===== src/design/assert_macros.svh =====
// ----------------------------------------------------------------------------
// Assertion macros
// Shared concurrent assertion forms, clocked on clk and disabled in reset.
// ----------------------------------------------------------------------------
`ifndef ASSERT_MACROS_SVH
`define ASSERT_MACROS_SVH

// The consequent must hold in the same cycle as the antecedent.
`define ASSERT_IMPL(label, ante, cons, msg) \
	label: assert property (@(posedge clk) disable iff (!arst_n) (ante) |-> (cons)) \
		else $error(msg);

// The consequent must hold in the cycle after the antecedent.
`define ASSERT_NEXT(label, ante, cons, msg) \
	label: assert property (@(posedge clk) disable iff (!arst_n) (ante) |=> (cons)) \
		else $error(msg);

`endif


===== src/design/dlf_pkg.sv =====
// ----------------------------------------------------------------------------
// Dense layer package
// Sizes, formats, state codes, command and status structs, and the exp table.
// ----------------------------------------------------------------------------
package dlf_pkg;

	localparam int MAX_NEURONS   = 32;
	localparam int MAX_INPUTS    = 64;
	localparam int EXP_DEPTH     = 256;
	localparam int NEU_W         = $clog2(MAX_NEURONS);
	localparam int IN_W          = $clog2(MAX_INPUTS);
	localparam int WADDR_W       = NEU_W + IN_W;
	localparam int NCNT_W        = 6;
	localparam int ICNT_W        = 7;
	localparam int VAL_W         = 16;
	localparam int PROD_W        = 2 * VAL_W;
	localparam int SUM_W         = 32;
	localparam int ACC_W         = PROD_W + IN_W;
	localparam int ACT_W         = 16;
	localparam int EXP_W         = 17;
	localparam int EXP_IDX_W     = $clog2(EXP_DEPTH);
	localparam int EXP_IDX_SHIFT = 11;
	localparam int DIFF_W        = SUM_W + 1;
	localparam int DIV_W         = EXP_W + ACT_W;
	localparam int DIV_CNT_W     = $clog2(DIV_W);
	localparam int CFG_IDX_W     = 2;
	localparam int CFG_DATA_W    = 7;
	localparam logic [63:0] EXP_STEP = 64'd4162825043;

	localparam logic [CFG_IDX_W-1:0] CFG_MODE    = 2'd0;
	localparam logic [CFG_IDX_W-1:0] CFG_NEURONS = 2'd1;
	localparam logic [CFG_IDX_W-1:0] CFG_INPUTS  = 2'd2;

	localparam logic OP_WEIGHT = 1'b0;
	localparam logic OP_INPUT  = 1'b1;

	typedef enum logic [3:0] {
		ST_IDLE,
		ST_MAC,
		ST_MAC_DRAIN,
		ST_MAX,
		ST_MAX_WAIT,
		ST_EXP,
		ST_EXP_WAIT,
		ST_OUT_RD,
		ST_OUT_LOAD,
		ST_OUT_DIV,
		ST_EMIT
	} dlf_state_t;

	typedef struct packed {
		logic             w_we;
		logic             x_we;
		logic             mac_v;
		logic             mac_first;
		logic             mac_last;
		logic [NEU_W-1:0] row;
		logic [IN_W-1:0]  col;
		logic             pass_first;
		logic             max_upd;
		logic             exp_acc;
		logic             out_load;
		logic             div_step;
		logic             emit;
		logic             last_neuron;
		logic             softmax;
	} dlf_cmd_t;

	typedef struct packed {
		logic pipe_busy;
	} dlf_status_t;

	typedef logic [EXP_W-1:0] exp_tab_t [EXP_DEPTH];

	function automatic exp_tab_t build_exp_table();
		logic [63:0] acc;
		exp_tab_t    t;
		acc = 64'd1 << 32;
		for (int k = 0; k < EXP_DEPTH; k++) begin
			t[k] = EXP_W'((acc + 64'd32768) >> 16);
			acc  = (acc * EXP_STEP + (64'd1 << 31)) >> 32;
		end
		return t;
	endfunction

	localparam exp_tab_t EXP_TABLE = build_exp_table();

endpackage


===== src/design/dlf_ctrl.sv =====
// ----------------------------------------------------------------------------
// Dense layer controller
// Holds the configuration registers, sequences the passes and counts neurons.
// ----------------------------------------------------------------------------
module dlf_ctrl (
	input  logic                           clk,
	input  logic                           arst_n,
	input  logic                           start,
	input  logic                           op,
	input  logic                           last,
	output logic                           busy,
	input  logic                           cfg_valid,
	output logic                           cfg_ready,
	input  logic [dlf_pkg::CFG_IDX_W-1:0]  cfg_index,
	input  logic [dlf_pkg::CFG_DATA_W-1:0] cfg_data,
	output dlf_pkg::dlf_cmd_t              cmd,
	input  dlf_pkg::dlf_status_t           status
);
	import dlf_pkg::*;

	`include "assert_macros.svh"

	dlf_state_t           state_q, state_d;
	logic                 mode_q;
	logic [NCNT_W-1:0]    ncnt_q, n_eff;
	logic [ICNT_W-1:0]    icnt_q, m_eff;
	logic [NEU_W-1:0]     i_q;
	logic [IN_W-1:0]      j_q;
	logic [DIV_CNT_W-1:0] div_cnt_q;
	logic                 i_last, j_last, div_done;

	assign n_eff = (ncnt_q == '0) ? NCNT_W'(1) :
		(ncnt_q > NCNT_W'(MAX_NEURONS)) ? NCNT_W'(MAX_NEURONS) : ncnt_q;
	assign m_eff = (icnt_q == '0) ? ICNT_W'(1) :
		(icnt_q > ICNT_W'(MAX_INPUTS)) ? ICNT_W'(MAX_INPUTS) : icnt_q;
	assign i_last    = (i_q == NEU_W'(n_eff - NCNT_W'(1)));
	assign j_last    = (j_q == IN_W'(m_eff - ICNT_W'(1)));
	assign div_done  = (div_cnt_q == DIV_CNT_W'(DIV_W - 1));
	assign busy      = (state_q != ST_IDLE);
	assign cfg_ready = (state_q == ST_IDLE);

	always_ff @(posedge clk or negedge arst_n) begin
		if (!arst_n) begin
			mode_q <= 1'b0;
			ncnt_q <= NCNT_W'(32);
			icnt_q <= ICNT_W'(64);
		end else if (cfg_valid && cfg_ready) begin
			unique case (cfg_index)
				CFG_MODE:    mode_q <= cfg_data[0];
				CFG_NEURONS: ncnt_q <= cfg_data[NCNT_W-1:0];
				CFG_INPUTS:  icnt_q <= cfg_data;
				default: ;
			endcase
		end
	end

	always_comb begin
		state_d = state_q;
		unique case (state_q)
			ST_IDLE: begin
				if (start && op == OP_INPUT && last) state_d = ST_MAC;
			end
			ST_MAC: begin
				if (i_last && j_last) state_d = ST_MAC_DRAIN;
			end
			ST_MAC_DRAIN: begin
				if (!status.pipe_busy) state_d = mode_q ? ST_MAX : ST_OUT_RD;
			end
			ST_MAX: begin
				if (i_last) state_d = ST_MAX_WAIT;
			end
			ST_MAX_WAIT: state_d = ST_EXP;
			ST_EXP: begin
				if (i_last) state_d = ST_EXP_WAIT;
			end
			ST_EXP_WAIT: state_d = ST_OUT_RD;
			ST_OUT_RD:   state_d = ST_OUT_LOAD;
			ST_OUT_LOAD: state_d = mode_q ? ST_OUT_DIV : ST_EMIT;
			ST_OUT_DIV: begin
				if (div_done) state_d = ST_EMIT;
			end
			ST_EMIT: state_d = i_last ? ST_IDLE : ST_OUT_RD;
			default: state_d = ST_IDLE;
		endcase
	end

	always_comb begin
		cmd             = '0;
		cmd.row         = i_q;
		cmd.col         = j_q;
		cmd.softmax     = mode_q;
		cmd.last_neuron = i_last;
		unique case (state_q)
			ST_IDLE: begin
				cmd.w_we = start && (op == OP_WEIGHT);
				cmd.x_we = start && (op == OP_INPUT);
			end
			ST_MAC: begin
				cmd.mac_v     = 1'b1;
				cmd.mac_first = (j_q == '0);
				cmd.mac_last  = j_last;
			end
			ST_MAX: begin
				cmd.max_upd    = 1'b1;
				cmd.pass_first = (i_q == '0);
			end
			ST_EXP: begin
				cmd.exp_acc    = 1'b1;
				cmd.pass_first = (i_q == '0);
			end
			ST_OUT_LOAD: cmd.out_load = 1'b1;
			ST_OUT_DIV:  cmd.div_step = 1'b1;
			ST_EMIT:     cmd.emit     = 1'b1;
			default: ;
		endcase
	end

	always_ff @(posedge clk or negedge arst_n) begin
		if (!arst_n) begin
			state_q   <= ST_IDLE;
			i_q       <= '0;
			j_q       <= '0;
			div_cnt_q <= '0;
		end else begin
			state_q <= state_d;
			unique case (state_q)
				ST_IDLE: begin
					i_q <= '0;
					j_q <= '0;
				end
				ST_MAC: begin
					if (j_last) begin
						j_q <= '0;
						i_q <= i_last ? '0 : i_q + NEU_W'(1);
					end else begin
						j_q <= j_q + IN_W'(1);
					end
				end
				ST_MAX, ST_EXP, ST_EMIT: begin
					i_q <= i_last ? '0 : i_q + NEU_W'(1);
				end
				ST_OUT_LOAD: div_cnt_q <= '0;
				ST_OUT_DIV:  div_cnt_q <= div_cnt_q + DIV_CNT_W'(1);
				default: ;
			endcase
		end
	end

	`ASSERT_NEXT(a_last_emit_idle, cmd.emit && cmd.last_neuron, state_q == ST_IDLE,
		"controller did not return to idle after the last result")
	`ASSERT_IMPL(a_div_bounded, state_q == ST_OUT_DIV, div_cnt_q < DIV_CNT_W'(DIV_W),
		"divider step count overran")
	`ASSERT_IMPL(a_no_write_busy, cmd.w_we || cmd.x_we, state_q == ST_IDLE && start,
		"store write outside an accepted request")

endmodule


===== config.mk =====
export PLATFORM = sky130hd
export DESIGN_NAME = dlf_ctrl
export DESIGN_NICKNAME = d
export VERILOG_FILES = /design/src/design/dlf_pkg.sv /design/src/design/dlf_ctrl.sv
export VERILOG_INCLUDE_DIRS = /design/src /design/src/design
export SDC_FILE = /design/constraint.sdc
export NUM_CORES = 1
export LEC_CHECK = 0
export BUFFER_PORTS_ARGS = -buffer_cell sky130_fd_sc_hd__buf_2
export CORE_MARGIN = 4
export CORE_UTILIZATION = 26
export CTS_CLUSTER_DIAMETER = 150
export DETAILED_ROUTE_END_ITERATION = 12
export HOLD_SLACK_MARGIN = 0.15
export PLACE_DENSITY = 0.4
export SYNTH_ARGS = -nofsm -noshare
export SYNTH_HDL_FRONTEND = slang
export SYNTH_SLANG_ARGS = --single-unit

===== constraint.sdc =====
create_clock -name clk -period 7.1 [get_ports clk]
set_clock_uncertainty 0.15 [all_clocks]
set_input_delay 0.71 -clock clk [delete_from_list [all_inputs] [get_ports clk]]
set_output_delay 0.71 -clock clk [all_outputs]
set_load 0.01 [all_outputs]

# Word level (Yosys, flattened, before mapping)
# Index checks and enable logic that the tools add are counted.
[op_classes] add_sub_neg=5 multipliers=0 div=0 magnitude_cmp=2 n_eq_ne=22 n_shift=0 muxes=28 bitwise_logic=1 n_reduce_logical=22
[op_table] op="case mux 4 bit (11 select lines)" count=1
[op_table] op="2-to-1 mux 4 bit" count=6
[op_table] op="case mux 6 bit (2 select lines)" count=2
[op_table] op="2-to-1 mux 5 bit" count=4
[op_table] op="2-to-1 mux 6 bit" count=3
[op_table] op="equality test 4 x 3 -> 1 bit (second input constant)" count=4
[op_table] op="case mux 5 bit (3 select lines)" count=1
[op_table] op="adder 6 x 1 -> 6 bit (second input constant)" count=2
[op_table] op="equality test 4 bit (second input constant)" count=3
[op_table] op="logical NOT 6 bit" count=2
[op_table] op="inequality test 2 bit (second input constant)" count=6
[op_table] op="2-to-1 mux 3 bit" count=3
[op_table] op="equality test 4 x 2 -> 1 bit (second input constant)" count=2
[op_table] op="AND reduction 2 bit" count=4
[op_table] op="> comparator 7 bit (second input constant)" count=1
[op_table] op="logical NOT 7 bit" count=1
[op_table] op="equality test 6 bit" count=1
[op_table] op="equality test 6 bit (second input constant)" count=1
[op_table] op="> comparator 6 bit (second input constant)" count=1
[op_table] op="2-to-1 mux 1 bit" count=6
[op_table] op="AND reduction 6 bit" count=1
[op_table] op="subtractor 6 x 1 -> 6 bit (second input constant)" count=1
[op_table] op="adder 5 x 1 -> 5 bit (second input constant)" count=1
[op_table] op="equality test 5 bit" count=1
[op_table] op="16 further kinds" count=22
[word_totals] register_bits=35 latch_bits=0 ram_bits=0 rom_bits=0 input_bits=16 out_inout_bits=26 elab_cells=87 n_memories=0

# Logic depth before layout (Yosys ltp)
# Gate-level depths: netlist (run 1).
[depth] word_depth=8 mapped_depth=12

# Worst setup path before layout (run 1)
# Ideal clock, no wire load.
[synth_path] path_type="flip-flop to output port" from="reg icnt_q[6]" to="out cmd[19] (netlist name)" arrival_time_ns=2.412 path_slack_ns=3.828 stages_incl_launch_ff=9 path_cell_list="dfstp_2 clkbuf_1 o21bai_1 ha_1 or3b_1 a221oi_2 xor2_1 nand3_1 a211oi_1"
[synth_lines] item="start, declared" line="dlf_ctrl.sv:26" source="logic [ICNT_W-1:0] icnt_q, m_eff;"
[synth_lines] item="start signal, assigned" line="dlf_ctrl.sv:51" source="CFG_INPUTS: icnt_q <= cfg_data;"
[synth_lines] item="end, declared" line="dlf_ctrl.sv:16" source="output dlf_pkg::dlf_cmd_t cmd,"

==> results of run 1 <==
-- metrics by stage --
step | total power, mW | std cells | setup slack (ps) | util, % | instance area [µm²]
after floorplan | 0.877 | 256 | 3830 | - | 2390
after global placement | 1.03 | 394 | 3800 | 30.2 | 2680
after detailed placement | 1.02 | 394 | 3730 | 30.2 | 2680
after CTS | 1.25 | 402 | 3520 | 31.8 | 2810
after global routing | 1.34 | 402 | 3320 | 31.8 | 2810
final | 1.23 | 402 | 3560 | 31.8 | 2810
-- placed cells by master (no fill, tap or decap), types with 3 or more instances in the layout --
master,netlist,layout
buf_2,1,41
dfrtp_1,33,33
nand2_1,19,19
nor2_1,19,19
inv_1,17,17
nor3_1,16,16
mux2_2,15,15
o21ai_0,12,12
nand3_1,10,10
nand2b_1,9,9
ha_1,8,8
xnor2_1,6,6
nor2b_1,5,5
a21oi_1,5,5
clkbuf_8,0,5
xor2_1,4,4
o31a_1,3,3
nor3b_1,3,3
or3_1,3,3
a21o_1,3,3
a22o_1,3,3
-- critical path: stages (launching register included) --
cell,delay [ps]
dfrtp_1,430
or3_4,420
nor3_1,140
o21bai_1,80
ha_1,260
nor4b_1,170
a221oi_2,200
xor2_1,240
nand3_1,100
a211oi_1,170
buf_2,170
-- worst min-delay path by stage --
stage                        startpoint                  endpoint  slack (ps)  cells after the start
2_1_floorplan                    arst_n  div_cnt_q[0]$_DFFE_PN0P_         260                      0
3_3_place_gp   div_cnt_q[2]$_DFFE_PN0P_  div_cnt_q[2]$_DFFE_PN0P_         410                      1
3_5_place_dp   div_cnt_q[2]$_DFFE_PN0P_  div_cnt_q[2]$_DFFE_PN0P_         400                      1
4_1_cts                          arst_n  div_cnt_q[4]$_DFFE_PN0P_         400                      1
5_1_grt                          arst_n    state_q[3]$_DFFE_PN0P_         430                      1
6_report                         arst_n    state_q[3]$_DFFE_PN0P_         370                      1
-- state kept, by name, summed over array words and instances, names as in the netlist --
signal and flops:
j_q 6, ncnt_q 6, div_cnt_q 6, state_q 4, icnt_q 7, i_q 5
mode_q 1
-- per-layer routing --
metal	track usage [%]	share of wire, %	vias to the layer above
met5	0	0	-
met4	2.28	0.67	0
met3	3.10	3.5	4
met2	16.2	45	38
met1	16.0	51	952
li1	-	-	1009
-- where the power goes --
part	switching, mW	internal, mW	total (mW)
registers	0.133	0.268	0.401
clock network	0.0782	0.140	0.218
logic	0.313	0.298	0.612
total	0.525	0.706	1.23
-- logic make-up (layout without fill, tap and decap cells) --
| family | count (synthesis) | count (layout) | synth area share (%) |
|---|---|---|---|
| and+or+nand+nor | 102 | 102 | 23.5 |
| AOI/OAI and AO/OA | 55 | 55 | 18.5 |
| DFF | 35 | 35 | 36.7 |
| buffers and inverters | 28 | 66 | 5.07 |
| muxes | 18 | 18 | 8.37 |
| xor gates and xnor gates | 10 | 10 | 3.66 |
| adders and majority gates | 8 | 8 | 4.18 |
-- area by class of cell --
type	count	share of cell area, %
Inverter	17	2.27
Timing Repair Buffer	41	7.30
Sequential cell	35	31.2
Clock buffer	5	2.45
Tap cell	108	4.81
Clock inverter	3	2.40
Multi-Input combinational cell	193	49.5
==> impl_results.md, run 1 <==
- Outcome: completed
- CP endpoint: cmd[19]
- Max Freq: 283 MHz
- EDFF count, synth: 0
- ANT cells: 0
- Hold_ws: 370 ps
- Initial core utilization: 27.0%
- R2R Path End: i_q[4]$_DFFE_PN0P_
- # port buffers: between 40 and 50
- H-tree levels: 2
- Sequential share of the synthesized area: 36.7%
- R2R depth: 11
- Period Utilization, post-route: ~50%
- Synth Flop Type: dfrtp_1
- Crit path max fanout: 6
- Fillers: ~960
- Layout Nets: roughly 320
- Worst r2r src: icnt_q[2]$_DFFE_PN0P_
- Area leader, netlist: dfrtp_1
- Post-DR wirelength/cell: 14.8 µm
- CP arrival: 2680 ps
- Average cell area after synthesis: 9.34 µm²
- Crit path kind: flip-flop to output pin
- Clk buf depth: 2
- Avg Vias per Cell: 4.98
- Final setup fails: 0
- Number of global-route vias before repair: 1,830
- Rows: 34
- Clk pin slew, worst setup/hold paths: around 80 ps
- Synthesized cell area: between 2000 and 2500 µm²
- Cts hold-fix bufs: 0
- Total Wirelength: 5930 µm
- Async SR Flop Fraction: 100%
- Total die area: 10,800 µm²
- Leakage power: between 1 and 1.5 nW
- Hold Path Class: input port to async pin
- Commonest cells post-synth: dfrtp_1 (33), nand2_1 (19), nor2_1 (19)
- Final hold viol count: 0
- Post-DP HPWL: approximately 4400 µm
- Mapped Cells: 256
- Critical Path Start Type: flip-flop
- P&R area growth vs syn: 17.5%
- Critical path capture point type: output pin
- Height of the die: between 100 and 150 µm
- Net count after synthesis: 280
- CTS tree: done
- DRC Markers: 0
- Worst EP required: 6240 ps
- Fin crit period: 3540 ps
- Post-route ant nets: 0
- Setup TNS: 0 ps
- RSZ-0062 raised after global routing: false
- Vias post-DR: 2,003
- Largest net degree at the start of global routing: 36
- Slew HR: 43.9%
- Multi-input gate area: 1390 µm²
- Pre-antenna DRT Iters: 4
- Total CTS buffers: 5
- PwrDens: about 440 nW/µm²
- Resize count post-CTS: 0
- CORE AREA: around 8800 µm²
- Maxcap violations: 0
- Clock sink count: 35
- Global-route wire length before repair: 9720 µm
- Worst-skew pair later-pin latency: 290 ps
- Die X: 104 µm
- Sequential cell area: 878 µm²
- Cell with the most instances after synthesis: dfrtp_1
- Root buffer cell: clkbuf_8
- I/O pins: 42
- Initial antenna violation count: 0
- Top post-synthesis cells by area: dfrtp_1 (35%), mux2_2 (7.1%), ha_1 (4.2%)
- R2r setup slk: 3710 ps
- Postcts setup bufs: 0
- Worst-margin pin slew: between 800 and 900 ps
- Worst VDD drop: 0.124 mV
- Worst Setup SP: icnt_q[2]$_DFFE_PN0P_
- Grt total ovfl: 0
- Iteration-0 DRC Markers: 65
- Cell variety after synth: 64
- Layout cell share with drive strength beyond 1: 28.2%
- Placer Congestion: 0.714
- Ys Warns: 0
- Top cell type's share of synthesized area: between 30% and 40%
- Final-report max-slew violation count: 0
- Yosys reg bits: 35
- GRT Resource Usage Total: between 10% and 20%
Note: power is estimated with default switching activity, not from simulation.
==> run 2: changes to the inputs <==
ABC_AREA = 1   (was unset)
PLACE_DENSITY = 0.42   (was 0.4)
clock period = 3.2 ns   (was 7.1 ns; I/O delays follow)
==> run 2 against run 1 <==
  * Synthesized cell count increased by 26%
  * Final area up 2.0%
  * Count of clock-buffer cells in the layout increased by 3
  * First-iteration DRC count grew 26%
  * Clock power rose by 65%
  * Critical endpoint unchanged
  * Sequential power is 110% higher
==> impl_results.md, run 2 <==
- H-tree levels: 2 (unchanged)
- CP arrival: 2360 ps (was 2680 ps)
- Maxcap violations: 0 (unchanged)
- Placed Instance Area: 2750 µm² (was 2680 µm²)
- CP max stage cell: dfrtp_1 (unchanged)
- Post-route setup slack: 373 ps (was 3560 ps)
- Slew HR: 43.5% (was 43.9%)
- Post-DR wirelength/cell: 12.6 µm (was 14.8 µm)
- Mapped Cells: 322 (was 256)
- Largest net degree at the start of global routing: 36 (unchanged)
- Hold Path Class: input port to flip-flop (was input port to async pin)
- Crit path kind: flip-flop to output pin (unchanged)
- Leakage power: 1.42 nW (was 1.26 nW)
- Async SR Flop Fraction: 100% (unchanged)
- Post-DP HPWL: 4750 µm (was 4420 µm)
- PwrDens: 986 nW/µm² (was 438 nW/µm²)
- Initial antenna violation count: 0 (unchanged)
- Final cell count without fillers: 479 (was 402)
- DRC Markers: 0 (unchanged)
- Final-report max-slew violation count: 0 (unchanged)
- Critical path capture point type: output pin (unchanged)
- Area leader, netlist: dfrtp_1 (unchanged)
- Ys Warns: 0 (unchanged)
- EDFF count, synth: 0 (unchanged)
- Critical Path Start Type: flip-flop (unchanged)
- Cts hold-fix bufs: 2 (was 0)
- Average cell area after synthesis: 7.57 µm² (was 9.34 µm²)
- Layout Nets: 391 (was 317)
- CORE AREA: 9200 µm² (was 8850 µm²)
- Family with the most delay on the worst path: simple AND/OR/NAND/NOR gates (unchanged)
- Avg Vias per Cell: 4.46 (was 4.98)
- Worst EP required: 2730 ps (was 6240 ps)
- Worst slack, placed: 669 ps (was 3730 ps)
- Post-route ant nets: 0 (unchanged)
- Period Utilization, post-route: 88.3%
- Net count after synthesis: 346 (was 280)
- Clk pin slew, worst setup/hold paths: 70 ps (was 80 ps)
- Clock sink count: 35 (unchanged)
- Commonest non-fill, non-tap cell in the layout: nand2_1 (was buf_2)
- Layout cell share with drive strength beyond 1: 26.1% (was 28.2%)
- Fin crit period: 2830 ps
- Synth Flop Type: dfrtp_1 (unchanged)
- Total CTS buffers: 5 (unchanged)
- Outcome: completed (unchanged)
- Commonest cells post-synth: nand2_1 (66), inv_1 (42), dfrtp_1 (33) (was dfrtp_1 (33), nand2_1 (19), nor2_1 (19))
- Worst-margin pin slew: 848 ps (was 841 ps)
- Final hold viol count: 0 (unchanged)
- Worst VDD drop: 0.330 mV (was 0.124 mV)
- Number of global-route vias before repair: 2,098 (was 1,830)
- Crit path max fanout: 4 (was 6)
- Initial core utilization: 26.5% (was 27.0%)
- Placed cells: 469 (was 394)
- Root buffer cell: clkbuf_8 (unchanged)
- Largest reg by FF count: icnt_q (unchanged)
- P&R area growth vs syn: 17.5% (about the same)
- Pre-antenna DRT Iters: 4 (unchanged)
- Global-route wire length before repair: 10,500 µm (was 9720 µm)
- Total die area: 11,000 µm² (was 10,800 µm²)
- Top cell type's share of synthesized area: 33.9% (was 34.5%)
- Most frequent cells in the layout: nand2_1 (66), inv_1 (42), buf_2 (41), dfrtp_1 (33), nor2_1 (28) (was buf_2 (41), dfrtp_1 (33), nand2_1 (19), nor2_1 (19), inv_1 (17))
- Crit path buf inv count: 1 (unchanged)
- RSZ-0062 raised after global routing: false (unchanged)
- GRT Resource Usage Total: 11.8% (was 11.0%)
- CP Cell Sequence: nor2_1 > nand3_2 > o21ai_1 > nand2_1 > ha_1 > xor2_1 > xor2_1 > nand2_1 > nor2_2 > nand3_2 > nor2_1 > buf_2 (was or3_4 > nor3_1 > o21bai_1 > ha_1 > nor4b_1 > a221oi_2 > xor2_1 > nand3_1 > a211oi_1 > buf_2)
- ANT cells: 0 (unchanged)
- Max Freq: 354 MHz
- Total Wirelength: 6020 µm (was 5930 µm)
- Final Total Pwr: 2.82 mW (was 1.23 mW)
- I/O pins: 42 (unchanged)
- Height of the die: 105 µm (was 104 µm)
- Top post-synthesis cells by area: dfrtp_1 (34%), nand2_1 (10%), inv_1 (6.5%) (was dfrtp_1 (35%), mux2_2 (7.1%), ha_1 (4.2%))
- Post-route cell area: 2870 µm² (was 2810 µm²)
- Cell variety after synth: 34 (was 64)
- R2r setup slk: 680 ps (was 3710 ps)
- Grt total ovfl: 0 (unchanged)
- Setup TNS: 0 ps (unchanged)
- Sequential share of the synthesized area: 36.0% (was 36.7%)
- Postcts setup bufs: 0 (unchanged)
- Rows: 35 (was 34)
- Vias post-DR: 2,134 (was 2,003)
- CP max stage delay: 410 ps (was 430 ps)
- Final setup fails: 0 (unchanged)
- Worst-skew pair later-pin latency: 280 ps (was 290 ps)
- Resize count post-CTS: 0 (unchanged)
- Clk buf depth: 2 (unchanged)
- Yosys reg bits: 35 (unchanged)
- CTS tree: done (unchanged)
- Max reg flops: 7 (unchanged)
- Iteration-0 DRC Markers: 82 (was 65)
- # port buffers: 41 (unchanged)
- Synthesized cell area: 2440 µm² (was 2390 µm²)
- Die X: 105 µm (was 104 µm)
- Placer Congestion: 0.742 (was 0.714)
- Cell with the most instances after synthesis: nand2_1 (was dfrtp_1)
## run 2: cell count changes after synthesis, moves of 11 or more
cell / before / now
nor3_1: 16 / 4
nand2_2: 0 / 11
o21ai_1: 0 / 14
mux2_2: 15 / 0
inv_1: 17 / 42
nand2_1: 19 / 66
nand3_1: 10 / 23
## run 2: report_power, final
group / switching, mW / internal (mW) / total (mW)
clock network: 0.162 / 0.197 / 0.359
registers: 0.220 / 0.607 / 0.828
logic: 1.04 / 0.601 / 1.64
## run 2: final timing paths
path | from | end | depth (start not counted)
setup / recovery | icnt_q[2]$_DFFE_PN0P_ | cmd[19] | 12
hold / removal | cfg_data[5] | ncnt_q[5]$_DFFE_PN1P_ | 3
setup reg to reg | icnt_q[2]$_DFFE_PN0P_ | i_q[3]$_DFFE_PN0P_ | 14
hold reg to reg | ncnt_q[5]$_DFFE_PN1P_ | ncnt_q[5]$_DFFE_PN1P_ | 2
max in group asynchronous | arst_n | state_q[3]$_DFFE_PN0P_ | 2
min in group asynchronous | arst_n | j_q[2]$_DFFE_PN0N_ | 2
## run 2: kinds of logic after synthesis
group | count (synthesis) | share of synthesized area (%)
compound gates | 47 | 11.1
simple gates | 161 | 33.4
fa+ha+maj | 8 | 4.10
flops | 35 | 36.0
buf+inv | 54 | 9.03
xor+xnor | 17 | 6.41
## run 2: metal layers
layer,up-vias,wire (µm),global-route usage (%)
met4,0,64,3.09
met2,35,2850,19.3
li1,1122,-,-
met5,-,0,0
met1,971,2860,15.5
met3,6,250,2.90
## run 2: stage by stage
| step | hold slack (ps) | util [%] |
|---|---|---|
| 4_1_cts | 150 | 31.2 |
| 6_report | 153 | 31.2 |
| 5_1_grt | 155 | 31.2 |
| 3_3_place_gp | 335 | 29.9 |
| 3_5_place_dp | 341 | 29.9 |
| 2_1_floorplan | -126 | - |
## run 2: worst reg2reg max path, stage by stage, from the launching register on
cell and delay, ps:
dfrtp_1 410, nor2_1 180, nand3_2 110, o21ai_1 160, nand2_1 100, ha_1 230, xor2_1 200, xor2_1 160
nand2_1 70, nor2_2 110, nand3_2 110, nand2_4 150, nand2_4 140, nand2_2 90, o21ai_2 50
## run 2: area by class of cell
type / instances / area [µm²]
Clock buffer: 8 / 100
Fill cell: 991 / 6330
Inverter: 49 / 184
Multi-Input combinational cell: 233 / 1340
Sequential cell: 35 / 878
Tap cell: 111 / 139
Timing Repair Buffer: 43 / 225
==> run 3: changes to the inputs <==
clock period = 2.3 ns   (was 3.2 ns; I/O delays follow)
==> run 3 against run 2 <==
  * The flow now finishes with violations (setup timing)
  * Hold slack gained 64 ps
  * Critical path depth rose by 1
  * Power grew 67%
  * Combinational power rose by 91%
  * Critical endpoint unchanged
==> impl_results.md, run 3 (synthesis results as in run 2) <==
- Avg Vias per Cell: 4.48 (was 4.46)
- CP Cell Sequence: nor2_2 > nand3_2 > o21ai_2 > buf_4 > buf_4 > buf_4 > buf_4 > buf_4 > nand3_1 > a21oi_1 > nand3_2 > nor2_1 > buf_2 (was nor2_1 > nand3_2 > o21ai_1 > nand2_1 > ha_1 > xor2_1 > xor2_1 > nand2_1 > nor2_2 > nand3_2 > nor2_1 > buf_2)
- Initial antenna violation count: 0 (unchanged)
- CP max stage delay: 390 ps (was 410 ps)
- Rows: 35 (unchanged)
- Worst-margin pin slew: 848 ps (about the same)
- Max reg flops: 7 (unchanged)
- Clk pwr share: 10.0% (was 12.7%)
- Largest net degree at the start of global routing: 36 (unchanged)
- Pre-antenna DRT Iters: 4 (unchanged)
- Total CTS buffers: 5 (unchanged)
- GRT Resource Usage Total: 12.8% (was 11.8%)
- Slew HR: 43.5% (about the same)
- Final Total Pwr: 4.72 mW (was 2.82 mW)
- Iteration-0 DRC Markers: 105 (was 82)
- Worst slack, placed: -144 ps (was 669 ps)
- Vias post-DR: 2,354 (was 2,134)
- Fin crit period: 2510 ps
- Worst-skew pair later-pin latency: 290 ps (was 280 ps)
- Failing checks: setup timing
- P&R area growth vs syn: 37.5% (was 17.5%)
- Clk buf depth: 2 (unchanged)
- Leakage power: 1.67 nW (was 1.42 nW)
- Post-DR wirelength/cell: 12.4 µm (was 12.6 µm)
- Worst VDD drop: 0.389 mV (was 0.330 mV)
- Maxcap violations: 0 (unchanged)
- Outcome: finished, violations left (was completed)
- ANT cells: 0 (unchanged)
- Clk pin slew, worst setup/hold paths: 80 ps (was 70 ps)
- Final setup fails: 15 (was 0)
- Clock sink count: 35 (unchanged)
- Initial core utilization: 26.5% (unchanged)
- CORE AREA: 9200 µm² (unchanged)
- Placer Congestion: 0.732 (was 0.742)
- Post-DP HPWL: 4940 µm (was 4750 µm)
- Crit path kind: flip-flop to output pin (unchanged)
- Max Freq: about 400 MHz
- DRC Markers: 0 (unchanged)
- Worst EP required: 1920 ps (was 2730 ps)
- Total die area: 11,000 µm² (unchanged)
- Final hold viol count: 0 (unchanged)
- Internal Power: 2.46 mW (was 1.41 mW)
- I/O pins: 42 (unchanged)
- Hold Path Class: input port to flip-flop (unchanged)
- Crit path max fanout: 2 (was 4)
- RSZ-0062 raised after global routing: true (was false)
- Post-route ant nets: 0 (unchanged)
- Largest reg by FF count: icnt_q (unchanged)
- CTS tree: done (unchanged)
- Crit path buf inv count: 6 (was 1)
- Fin util: 36.4% (was 31.2%)
- Commonest non-fill, non-tap cell in the layout: nand2_1 (unchanged)
- Die X: 105 µm (unchanged)
- Placed cells: 491 (was 469)
- Sw power: 2.26 mW (was 1.42 mW)
- Family with the most delay on the worst path: buffers and inverters (was simple AND/OR/NAND/NOR gates)
- Period Utilization, post-route: 109%
- Critical Path Start Type: flip-flop (unchanged)
- Final cell count without fillers: 526 (was 479)
- Height of the die: 105 µm (unchanged)
- Layout cell share with drive strength beyond 1: 35.7% (was 26.1%)
- CP arrival: 2130 ps (was 2360 ps)
- Critical path capture point type: output pin (unchanged)
- Most frequent cells in the layout: nand2_1 (64), inv_1 (41), buf_2 (40), buf_4 (34), dfrtp_1 (33) (was nand2_1 (66), inv_1 (42), buf_2 (41), dfrtp_1 (33), nor2_1 (28))
- Final-report max-slew violation count: 0 (unchanged)
- Combinational power share: 66.4% (was 58.0%)
- CP dominant cell by count: buf_4
- # port buffers: 41 (unchanged)
- Grt total ovfl: 0 (unchanged)
- H-tree levels: 2 (unchanged)
- Hold_ws: 217 ps (was 153 ps)
- Sequential share of power: 23.6% (was 29.3%)
- Sw frac: 47.8% (was 50.3%)
- Number of global-route vias before repair: 2,403 (was 2,098)
- Total Wirelength: 6530 µm (was 6020 µm)
- Post-route setup slack: -212 ps (was 373 ps)
- Global-route wire length before repair: 11,500 µm (was 10,500 µm)
- Root buffer cell: clkbuf_8 (unchanged)
- Layout Nets: 438 (was 391)
- PwrDens: 1410 nW/µm² (was 986 nW/µm²)
- CP max stage cell: dfrtp_1 (unchanged)
-- run 3: path summary, 6_finish.rpt --
kind                                        from                        to  slack, ps  depth (start not counted)
setup / recovery           icnt_q[5]$_DFFE_PN0P_                   cmd[19]       -210                         13
hold reg to reg            ncnt_q[5]$_DFFE_PN1P_     ncnt_q[5]$_DFFE_PN1P_        350                          2
hold / removal                              last    state_q[0]$_DFFE_PN0P_        220                          7
setup reg to reg           icnt_q[5]$_DFFE_PN0P_        i_q[0]$_DFFE_PN0P_       -160                         17
min in group asynchronous                 arst_n  div_cnt_q[4]$_DFFE_PN0P_        440                          2
max in group asynchronous                 arst_n        i_q[2]$_DFFE_PN0P_       1020                          2
-- run 3: tightest hold or removal path, delay by kind of cell --
family	cells	cell delay, ps
and+or+nand+nor	4	250
buffers and inverters	3	150
-- run 3: what timing repair did --
item                       CTS  global route
pin swaps                   16             4
gates resized for setup     13            12
hold buffers                11             0
gates cloned                 0             1
hold endpoints to repair    48             0
setup endpoints to repair   15            17
buffers inserted            12             3
-- run 3: cell type report --
type	count	area, µm²
Multi-Input combinational cell	234	1450
Inverter	49	184
Clock inverter	1	5.00
Sequential cell	35	878
Clock buffer	7	86.3
Timing Repair Buffer	89	611
Tap cell	111	139
Fill cell	986	5840
-- run 3: metal layers --
metal  global-route usage (%)  share of wire, %
met1                     16.4                47
met2                     21.5                49
met3                     3.21               3.2
met4                     3.09              0.67
met5                        0                 0
-- run 3: power groups by stage --
| stage | clock network, mW | registers, mW | logic, mW |
|---|---|---|---|
| global route | 0.527 | 1.15 | 3.53 |
| finish | 0.471 | 1.11 | 3.13 |
| global placement | 0 | 1.11 | 2.62 |
| CTS | 0.496 | 1.11 | 2.95 |
| floorplan | 0 | 1.08 | 1.84 |
| detailed placement | 0 | 1.11 | 2.63 |
-- run 3: through the flow --
stage	cell area (µm²)	TNS (ps)
6_report	3350	-2100
5_1_grt	3350	-4780
4_1_cts	3260	-1490
3_5_place_dp	2910	-1570
3_3_place_gp	2910	-1070
2_1_floorplan	2440	0
